$ cat src/hw/rtl/siq_pkg.sv
package siq_pkg;

  localparam logic [1:0] OP_INSERT = 2'd0;
  localparam logic [1:0] OP_REMOVE = 2'd1;
  localparam logic [1:0] OP_DUMP   = 2'd2;

  localparam logic [1:0] STAT_OK    = 2'd0;
  localparam logic [1:0] STAT_FULL  = 2'd1;
  localparam logic [1:0] STAT_EMPTY = 2'd2;

  // cell commands
  localparam logic [1:0] CMD_HOLD   = 2'd0;
  localparam logic [1:0] CMD_INSERT = 2'd1;
  localparam logic [1:0] CMD_SHIFT  = 2'd2;
  localparam logic [1:0] CMD_ROTATE = 2'd3;

  localparam int DATA_W  = 32;
  localparam int COUNT_W = 5;

  typedef struct packed {
    logic [1:0]               op;
    logic signed [DATA_W-1:0] value;
  } siq_in_t;

  typedef struct packed {
    logic [1:0]               status;
    logic signed [DATA_W-1:0] data;
    logic [COUNT_W-1:0]       count;
    logic                     last;
  } siq_out_t;

  typedef struct packed {
    logic [1:0]               cmd;
    logic signed [DATA_W-1:0] value;
    logic signed [DATA_W-1:0] head;
  } siq_ctrl_t;

endpackage

$ cat src/hw/rtl/siq_cell.sv
module siq_cell
  import siq_pkg::*;
#(
  parameter int IDX = 0,
  parameter int CW  = 5
) (
  input  logic                     clk,
  input  siq_ctrl_t                ctrl,
  input  logic [CW-1:0]            count,
  input  logic signed [DATA_W-1:0] left_data,
  input  logic                     left_gt,
  input  logic signed [DATA_W-1:0] right_data,
  output logic signed [DATA_W-1:0] data,
  output logic                     gt
);

  logic signed [DATA_W-1:0] entry_r;
  logic signed [DATA_W-1:0] entry_nxt;
  logic                     occ;
  logic                     at_tail;
  logic                     is_last;

  assign occ     = CW'(IDX) < count;
  assign at_tail = count == CW'(IDX);
  assign is_last = count == CW'(IDX + 1);
  assign gt      = occ && (entry_r > ctrl.value);
  assign data    = entry_r;

  always_comb begin
    entry_nxt = entry_r;
    case (ctrl.cmd)
      CMD_INSERT: begin
        // larger entries move up one cell, the new value lands in the gap
        if (left_gt) begin
          entry_nxt = left_data;
        end else if (gt || at_tail) begin
          entry_nxt = ctrl.value;
        end
      end
      CMD_SHIFT: begin
        entry_nxt = right_data;
      end
      CMD_ROTATE: begin
        // head wraps to the last occupied cell
        entry_nxt = is_last ? ctrl.head : right_data;
      end
      default: begin
        entry_nxt = entry_r;
      end
    endcase
  end

  always_ff @(posedge clk) begin
    entry_r <= entry_nxt;
  end

endmodule

$ cat src/hw/rtl/sorted_insert_queue_unit.sv
// insert and remove: result registered, valid in the cycle after the transaction is accepted
// insert and remove sustain one transaction per cycle while out_ready is high; dump of n
// entries streams n results from the head cell, one per cycle while out_ready is high
// once the unit has entered the dump state, and blocks input until the last one
// an empty dump or an unused op holds no state
// rst_n (synchronous) clears the fill count, dump state and output valid, not the cells
module sorted_insert_queue_unit
  import siq_pkg::*;
#(
  parameter int CAPACITY = 16
) (
  input  logic     clk,
  input  logic     rst_n,
  input  logic     in_valid,
  output logic     in_ready,
  input  siq_in_t  in_data,
  output logic     out_valid,
  input  logic     out_ready,
  output siq_out_t out_data
);

  localparam int CW = $clog2(CAPACITY + 1);

  localparam logic S_IDLE = 1'b0;
  localparam logic S_DUMP = 1'b1;

  logic                     state_r, state_nxt;
  logic [CW-1:0]            cnt_r, cnt_nxt;
  logic [CW-1:0]            idx_r, idx_nxt;
  logic                     out_valid_r, out_valid_nxt;
  siq_out_t                 out_r, out_nxt;
  siq_ctrl_t                ctrl;
  logic                     out_free;
  logic                     acc;
  logic                     full;
  logic                     empty;
  logic                     dump_last;
  logic [CW-1:0]            cnt_inc;
  logic [CW-1:0]            cnt_dec;

  logic signed [DATA_W-1:0] cell_q [CAPACITY];
  logic                     cell_gt [CAPACITY];

  assign out_free  = !out_valid_r || out_ready;
  assign in_ready  = (state_r == S_IDLE) && out_free;
  assign acc       = in_valid && in_ready;
  assign full      = cnt_r == CW'(CAPACITY);
  assign empty     = cnt_r == '0;
  assign cnt_inc   = cnt_r + 1'b1;
  assign cnt_dec   = cnt_r - 1'b1;
  assign dump_last = idx_r == cnt_dec;
  assign out_valid = out_valid_r;
  assign out_data  = out_r;

  always_comb begin
    state_nxt     = state_r;
    cnt_nxt       = cnt_r;
    idx_nxt       = idx_r;
    out_valid_nxt = out_valid_r && !out_ready;
    out_nxt       = out_r;
    ctrl.cmd      = CMD_HOLD;
    ctrl.value    = in_data.value;
    ctrl.head     = cell_q[0];

    case (state_r)
      S_IDLE: begin
        if (acc) begin
          case (in_data.op)
            OP_INSERT: begin
              out_valid_nxt = 1'b1;
              if (full) begin
                out_nxt = '{STAT_FULL, '0, COUNT_W'(cnt_r), 1'b1};
              end else begin
                ctrl.cmd = CMD_INSERT;
                cnt_nxt  = cnt_inc;
                out_nxt  = '{STAT_OK, '0, COUNT_W'(cnt_inc), 1'b1};
              end
            end
            OP_REMOVE: begin
              out_valid_nxt = 1'b1;
              if (empty) begin
                out_nxt = '{STAT_EMPTY, '0, '0, 1'b1};
              end else begin
                ctrl.cmd = CMD_SHIFT;
                cnt_nxt  = cnt_dec;
                out_nxt  = '{STAT_OK, cell_q[0], COUNT_W'(cnt_dec), 1'b1};
              end
            end
            OP_DUMP: begin
              if (empty) begin
                out_valid_nxt = 1'b1;
                out_nxt       = '{STAT_EMPTY, '0, '0, 1'b1};
              end else begin
                state_nxt = S_DUMP;
                idx_nxt   = '0;
              end
            end
            default: begin
              state_nxt = S_IDLE;
            end
          endcase
        end
      end
      S_DUMP: begin
        if (out_free) begin
          // emit the head and rotate, n rotations restore the order
          ctrl.cmd      = CMD_ROTATE;
          out_valid_nxt = 1'b1;
          out_nxt       = '{STAT_OK, cell_q[0], COUNT_W'(cnt_r), dump_last};
          idx_nxt       = idx_r + 1'b1;
          if (dump_last) begin
            state_nxt = S_IDLE;
          end
        end
      end
      default: begin
        state_nxt = S_IDLE;
      end
    endcase
  end

  always_ff @(posedge clk) begin
    if (!rst_n) begin
      state_r     <= S_IDLE;
      cnt_r       <= '0;
      idx_r       <= '0;
      out_valid_r <= 1'b0;
    end else begin
      state_r     <= state_nxt;
      cnt_r       <= cnt_nxt;
      idx_r       <= idx_nxt;
      out_valid_r <= out_valid_nxt;
    end
  end

  always_ff @(posedge clk) begin
    out_r <= out_nxt;
  end

  for (genvar i = 0; i < CAPACITY; i++) begin : g_cell
    logic signed [DATA_W-1:0] left_data;
    logic                     left_gt;
    logic signed [DATA_W-1:0] right_data;

    if (i == 0) begin : g_first
      assign left_data = '0;
      assign left_gt   = 1'b0;
    end else begin : g_mid
      assign left_data = cell_q[i-1];
      assign left_gt   = cell_gt[i-1];
    end

    if (i == CAPACITY - 1) begin : g_end
      assign right_data = cell_q[i];
    end else begin : g_inner
      assign right_data = cell_q[i+1];
    end

    siq_cell #(
      .IDX (i),
      .CW  (CW)
    ) u_cell (
      .clk        (clk),
      .ctrl       (ctrl),
      .count      (cnt_r),
      .left_data  (left_data),
      .left_gt    (left_gt),
      .right_data (right_data),
      .data       (cell_q[i]),
      .gt         (cell_gt[i])
    );
  end

endmodule
$ cat config.mk
export PLATFORM = sky130hd
export DESIGN_NAME = sorted_insert_queue_unit
export DESIGN_NICKNAME = d
export VERILOG_FILES = /design/src/hw/rtl/siq_pkg.sv /design/src/hw/rtl/siq_cell.sv /design/src/hw/rtl/sorted_insert_queue_unit.sv
export SDC_FILE = /design/constraint.sdc
export NUM_CORES = 2
export LEC_CHECK = 0
export ABC_AREA = 1
export ABC_CLOCK_PERIOD_IN_PS = 6300
export BUFFER_PORTS_ARGS = -buffer_cell sky130_fd_sc_hd__buf_2
export CAP_MARGIN = 20
export CORE_MARGIN = 3
export CORE_UTILIZATION = 55
export DETAILED_ROUTE_END_ITERATION = 10
export PLACE_DENSITY = 0.71
export RECOVER_POWER = 50
export REMOVE_ABC_BUFFERS = 1
export SLEW_MARGIN = 20
export SYNTH_ARGS = -nofsm -noshare
export SYNTH_HDL_FRONTEND = slang
export SYNTH_SLANG_ARGS = --single-unit
$ cat constraint.sdc
create_clock -name clk -period 6.3 [get_ports clk]
set_clock_uncertainty 0.2 [all_clocks]
set_input_delay 0.63 -clock clk [delete_from_list [all_inputs] [get_ports clk]]
set_output_delay 0.63 -clock clk [all_outputs]
set_load 0.05 [all_outputs]
# Yosys cells after proc, flatten, opt, wreduce, memory -nomap -nowiden
# Index checks and enable logic that the tools add are counted.
# totals
register_bits,564
in_bits,38
output_inout_bits,42
wordCells,266
# classes
add_sub_neg,3
magnitude_cmp,32
eq_ne,48
muxes,95
bitwise_logic,1
reduce_logical,63
# op_table
op,n
two-way mux 32 bit,47
one-hot mux 32 bit (3 select lines),15
> comparator 32 bit,16
two-way mux 40 bit,4
one-hot mux 40 bit (3 select lines),1
one-hot mux 40 bit (2 select lines),1
one-hot mux 32 bit (2 select lines),1
inequality test 3 x 1 -> 1 bit (second input constant),15
equality test 5 x 4 -> 1 bit (second input constant),8
< comparator 4 x 5 -> 1 bit (first input constant),8
two-way mux 39 bit,1
two-way mux 5 bit,6
AND reduction 2 bit,14
equality test 5 x 3 -> 1 bit (second input constant),4
< comparator 3 x 5 -> 1 bit (first input constant),4
one-hot mux 5 bit (2 select lines),2
logical AND 1 bit,19
logical OR 1 bit,17
adder 5 x 1 -> 5 bit (second input constant),2
equality test 5 x 2 -> 1 bit (second input constant),2
< comparator 1 x 5 -> 1 bit (first input constant),2
< comparator 2 x 5 -> 1 bit (first input constant),2
inequality test 2 bit (second input constant),5
two-way mux 1 bit,9
other kinds (22),37

# Longest topological paths before layout
# logic_depth
ltp_word,9
ltp_mapped,20
mapped_depth_nobuf,19

# By module
# A second synthesis with hierarchy kept.
# unflattened
hier_cells,6859
hier_area_um2,50427.1
# modules_own_cells
module,n_inst,cells_each,area_per_inst_um2,seq_area_each_um2
siq_cell (g_cell[0].u_cell),1,408,3123.0,960.9
siq_cell (g_cell[10].u_cell),1,413,3000.4,960.9
siq_cell (g_cell[2].u_cell),1,411,2999.1,960.9
siq_cell (g_cell[5].u_cell),1,415,2995.4,960.9
siq_cell (g_cell[9].u_cell),1,408,2995.4,960.9
siq_cell (g_cell[3].u_cell),1,413,2992.9,960.9
siq_cell (g_cell[13].u_cell),1,409,2981.6,960.9
siq_cell (g_cell[11].u_cell),1,412,2980.4,960.9
siq_cell (g_cell[8].u_cell),1,409,2979.1,960.9
siq_cell (g_cell[12].u_cell),1,410,2977.9,960.9
siq_cell (g_cell[14].u_cell),1,411,2976.6,960.9
siq_cell (g_cell[4].u_cell),1,409,2974.1,960.9
siq_cell (g_cell[6].u_cell),1,410,2974.1,960.9
siq_cell (g_cell[15].u_cell),1,413,2972.9,960.9
3 more rows,--,--,--,--

# Worst setup path after synthesis
# No wires, ideal clock.
# synth_path
path_kind,input port to flip-flop
startpoint,input in_data[31] (netlist bit)
endpoint,register g_cell[5].u_cell.entry_r[0] (enable)
setup_ps,422
arrival_ps,4152
required_ps,5678
slack_ps,1527
path_stages,14
n_path_buf,1
cell_sequence,clkinv_1 -> clkbuf_1 -> ha_1 -> nand2_1 -> nor2_1 -> nand2_1 -> inv_1 -> nand4_1 -> nor2_1 -> nor3_1 -> nand3_1 -> nand2_1 -> nor2_1 -> nor2_1
# synth_between
elab_chain_len,5
elab_cells_between_ends,7
cone_classes,2 x order compare; 1 x eq/ne; 4 x reduce/logical
# synth_lines
element,line,text
from (decl),sorted_insert_queue_unit.sv:16,"input siq_in_t in_data,"
> comparator 32 bit,siq_cell.sv:26,assign gt = occ && (entry_r > ctrl.value);
logical AND 1 bit,siq_cell.sv:26,
logical OR 1 bit,siq_cell.sv:36,end else if (gt || at_tail) begin
inequality test 3 x 1 -> 1 bit (no source line) *,--,
AND reduction 2 bit (no source line) *,--,
to (signal assigned),siq_cell.sv:54,entry_r <= entry_nxt;
to (decl),siq_cell.sv:17,logic signed [DATA_W-1:0] entry_r;
# Every way passes the cells marked *; elsewhere a longest branch is shown, timed or not.
# A chain may end at the register's enable or synchronous reset.

# Final worst setup path
# layout_path
startpoint,register cnt_r[1]
endpoint,"register g_cell[5].u_cell.entry_r[31], data pin"
# layout_between
elab_chain_len,7
elab_cells_between_ends,16
cone_classes,1 x order compare; 5 x eq/ne; 8 x mux; 2 x reduce/logical
# layout_lines
element,line,text
from (decl),sorted_insert_queue_unit.sv:28,"logic [CW-1:0] cnt_r, cnt_nxt;"
from (signal assigned),sorted_insert_queue_unit.sv:130,cnt_r <= cnt_nxt;
equality test 5 bit / zero test 5 bit (equally long branches),"sorted_insert_queue_unit.sv:47, sorted_insert_queue_unit.sv:48",
two-way mux 1 bit / two-way mux 2 bit (equally long branches),"sorted_insert_queue_unit.sv:71, sorted_insert_queue_unit.sv:81",
one-hot mux 2 bit (2 select lines),sorted_insert_queue_unit.sv:68,case (in_data.op)
two-way mux 2 bit,sorted_insert_queue_unit.sv:67,if (acc) begin
one-hot mux 2 bit (2 select lines),sorted_insert_queue_unit.sv:65,case (state_r)
"equality test 2 bit, or another cell as far along",siq_cell.sv:31,case (ctrl.cmd)
one-hot mux 32 bit (3 select lines) *,siq_cell.sv:31,
via g_cell[5].u_cell.entry_nxt[31],siq_cell.sv:18,logic signed [DATA_W-1:0] entry_nxt;
# The timed path passes the listed nets; every way through them passes the cells marked *.

==> flow_metrics.py <==
metrics = {
    "run_status": {
        "outcome": "finished with violations",
        "violations": "capacitance limit, slew limit",
    },
    "floorplan": {
        "rows": 106,
        "die_area_sq_um": 89080,
        "dieHeight_microns": 298.5,
        "coreArea_sq_um": 84220,
        "floorplan.initialDensity_pct": 55.86,
        "dieWidth_microns": 298.5,
        "io_pins": 80,
    },
    "cts": {
        "clk_latency_ns": 0.63,
        "post_cts_buffers": 0,
        "cts_hold_buffers": 0,
        "cts.repair.resized": 0,
        "cts_max_level": 3,
        "cts_buffers": 68,
        "root_buffer": "clkbuf_16",
        "clock_path_buffers": 3,
        "cts_sinks": 564,
        "cts_tree": "built",
        "path_clk_slew_ns": 0.06,
    },
    "global_routing": {
        "grtUsageTotal_pct": 39.88,
        "grt_pass1_wl_mm": 270.6,
        "grt_max_degree": 194,
        "antenna_found_initial": 0,
        "grt_pass1_vias": 42400,
        "grt-ovfl-total": 0,
    },
    "power": {
        "p_clk_share_pct": 32.0,
        "combPwrFrac_pct": 28.1,
        "p_int_w": 0.008114,
        "seqPwrFrac_pct": 39.9,
        "power_density_nw_per_um2": 252.3,
        "peakVddDrop_mv": 0.1907,
        "leakage_nw": 23.52,
        "switching_share_pct": 36.65,
        "power.switching_w": 0.004695,
    },
    "sta": {
        "timing.fmax_mhz": 191.2,
        "drv_slew": 29,
        "finalCritPeriodShare_pct": 83.01,
        "worst_pin_slew_ns": 1.518,
        "setup_viol": 0,
        "period_needed_ns": 5.230,
        "rsz0062_at_grt": "false",
        "tns_ns": 0,
        "timing.hold.ws_ns": 0.1361,
        "relSlewSlack_pct": -1.196,
        "final.setup.worst_slack_ns": 1.070,
        "hold_violations": 0,
    },
    "worst_setup_path": {
        "critical_path_peak_fanout": 156,
        "cp_data_arrival_time_ns": 5.51,
        "critPathCaptureType": "flop",
        "critical_path_class": "reg2reg",
        "crit_required_ns": 6.58,
        "crit_path_start_kind": "flop",
    },
    "finish": {
        "drive_above_1_share_pct": 6.774,
        "fillers": 7643,
        "regArea_sq_um": 16820,
        "multiInputGateArea_sq_um": 25890,
        "area_growth_pct": 7.901,
        "finalNonFillerCells": 7113,
        "fin_nets": 6488,
        "diodes": 0,
    },
    "synth": {
        "syn_avg_cell_area_sq_um": 7.793,
        "ys_top_cells_by_area": "edfxtp_1, ha_1, nand2_1",
        "yosysWarnings": 0,
        "synth_top_cell_by_area": "edfxtp_1",
        "synth_area_sq_um": 47050,
        "yosysSeqAreaShare_pct": 35.74,
        "ys_async_sr_fraction_pct": 0,
        "synth_edf_count": 552,
        "syn_inst": 6037,
        "yosysTopAreaCellShare_pct": 35.23,
        "post_synth_num_cell_types": 41,
        "synth-seq-cells": 564,
        "synth_ff_type": "edfxtp_1",
    },
    "worst_hold_path": {
        "hold_class": "in2reg",
    },
    "detailed_routing": {
        "routed_via_density": 6.578,
        "antenna_left": 0,
        "vias": 46790,
        "routedWlPerCell_microns": 25.75,
        "wl_mm": 183.2,
        "drtIter0Drc": 7193,
        "drc_errors": 0,
        "drtPass1Iterations": 7,
    },
    "place": {
        "gp_congestion": 0.9728,
        "dp_cells": 6990,
        "pre_cts_slack_ns": 1.345,
        "dp_hpwl_mm": 126.3,
        "io_buffer_count": 79,
    },
    "flow_run": {
        "cap_viol_max_count": 1,
    },
}
logic make-up after synthesis:
group                      after synthesis  synth area share [%]
AOI/OAI and AO/OA                      923                 13.60
buffers and inverters                 1133                 9.553
and+or+nand+nor                       2886                 27.06
xor gates and xnor gates                 9                0.1676
adders and majority gates              522                 13.88
DFF                                    564                 35.74
flip-flops by register name (all words and copies together), names as in the netlist:
register,flops
g_cell.u_cell.data,512
state_r,1
out_valid,1
cnt_r,5
out_data,40
idx_r,5
layout by cell type, fill, tap and decap left out, types with 3 or more instances in the layout:
master	netlist	layout
a211oi_1	4	4
a21o_1	14	14
a21oi_1	284	275
a21oi_2	12	17
a21oi_4	0	4
a22oi_1	98	97
a31oi_1	8	4
a31oi_2	0	4
a32oi_1	351	351
and3_1	6	6
buf_2	182	37
buf_4	3	189
bufinv_16	0	9
clkbuf_1	244	59
clkbuf_16	0	69
clkinv_1	32	31
clkinv_2	0	14
clkinvlp_4	0	3
dfxtp_1	12	12
edfxtp_1	552	552
ha_1	522	522
inv_1	633	636
inv_2	9	16
inv_6	0	3
nand2_1	1570	1571
nand3_1	688	688
nand4_1	357	357
nor2_1	210	192
nor2_2	6	22
nor2_4	1	4
nor3_1	32	30
nor3b_1	8	8
nor4_1	5	5
o21a_1	38	38
o21ai_0	107	107
xor2_1	8	8
final timing paths:
kind / from / to / slack, ns / depth (start not counted)
hold reg to reg: idx_r[1] / idx_r[1] / 0.33 / 2
setup / recovery: cnt_r[1] / g_cell[5].u_cell.data[31] / 1.07 / 12
hold / removal: in_valid / out_valid / 0.14 / 3
setup reg to reg: cnt_r[1] / g_cell[5].u_cell.data[31] / 1.07 / 12
critical path, cell delays in order (launching register included):
cell,delay (ns)
dfxtp_1,0.43
inv_1,0.27
ha_1,0.23
nand2_1,0.17
nor2_1,0.51
nor2_2,0.06
inv_1,0.13
o21ai_4,0.11
inv_16,0.36
clkbuf_2,1.15
buf_4,0.77
nand3_1,0.34
nand2_1,0.13
cell usage after synthesis (all sizes together) (38+ instances only):
cell       n
nand2   1571
o21a      38
buf      214
o21ai    110
clkbuf   244
inv      643
a21oi    296
nand4    357
a32oi    351
a22oi     98
nor2     218
edfxtp   552
ha       522
nand3    688
final cells by class:
cell class,instances,share of cell area [%]
Clock buffer,80,3.502
Inverter,675,5.023
Multi-Input combinational cell,4340,51.00
Sequential cell,564,33.13
Timing Repair Buffer,279,3.636
Clock inverter,41,0.9144
Tap cell,1134,2.795
per-stage QoR:
| step | area (sq um) | utilization [%] | total power (W) |
|---|---|---|---|
| 2_1_floorplan | 45090 | - | 0.007242 |
| 3_3_place_gp | 48620 | 57.73 | 0.008527 |
| 3_5_place_dp | 48620 | 57.73 | 0.008615 |
| 4_1_cts | 50860 | 60.39 | 0.01267 |
| 5_1_grt | 50760 | 60.28 | 0.01333 |
| 6_report | 50760 | 60.28 | 0.01281 |
per-layer routing:
layer	vias up	wire (microns)	track usage [%]
li1	21210	-	-
met1	21540	72010	57.19
met2	3510	70560	53.30
met3	530	29810	13.00
met4	2	10780	19.95
met5	-	17	0
power by group through the flow:
stage | clock (W) | sequential [W] | combinational, W
6_report | 0.00410 | 0.00511 | 0.00360
5_1_grt | 0.00426 | 0.00512 | 0.00395
4_1_cts | 0.00411 | 0.00508 | 0.00348
3_5_place_dp | 0 | 0.00515 | 0.00346
3_3_place_gp | 0 | 0.00515 | 0.00338
2_1_floorplan | 0 | 0.00510 | 0.00214
Note: power is estimated with default switching activity, not from simulation.
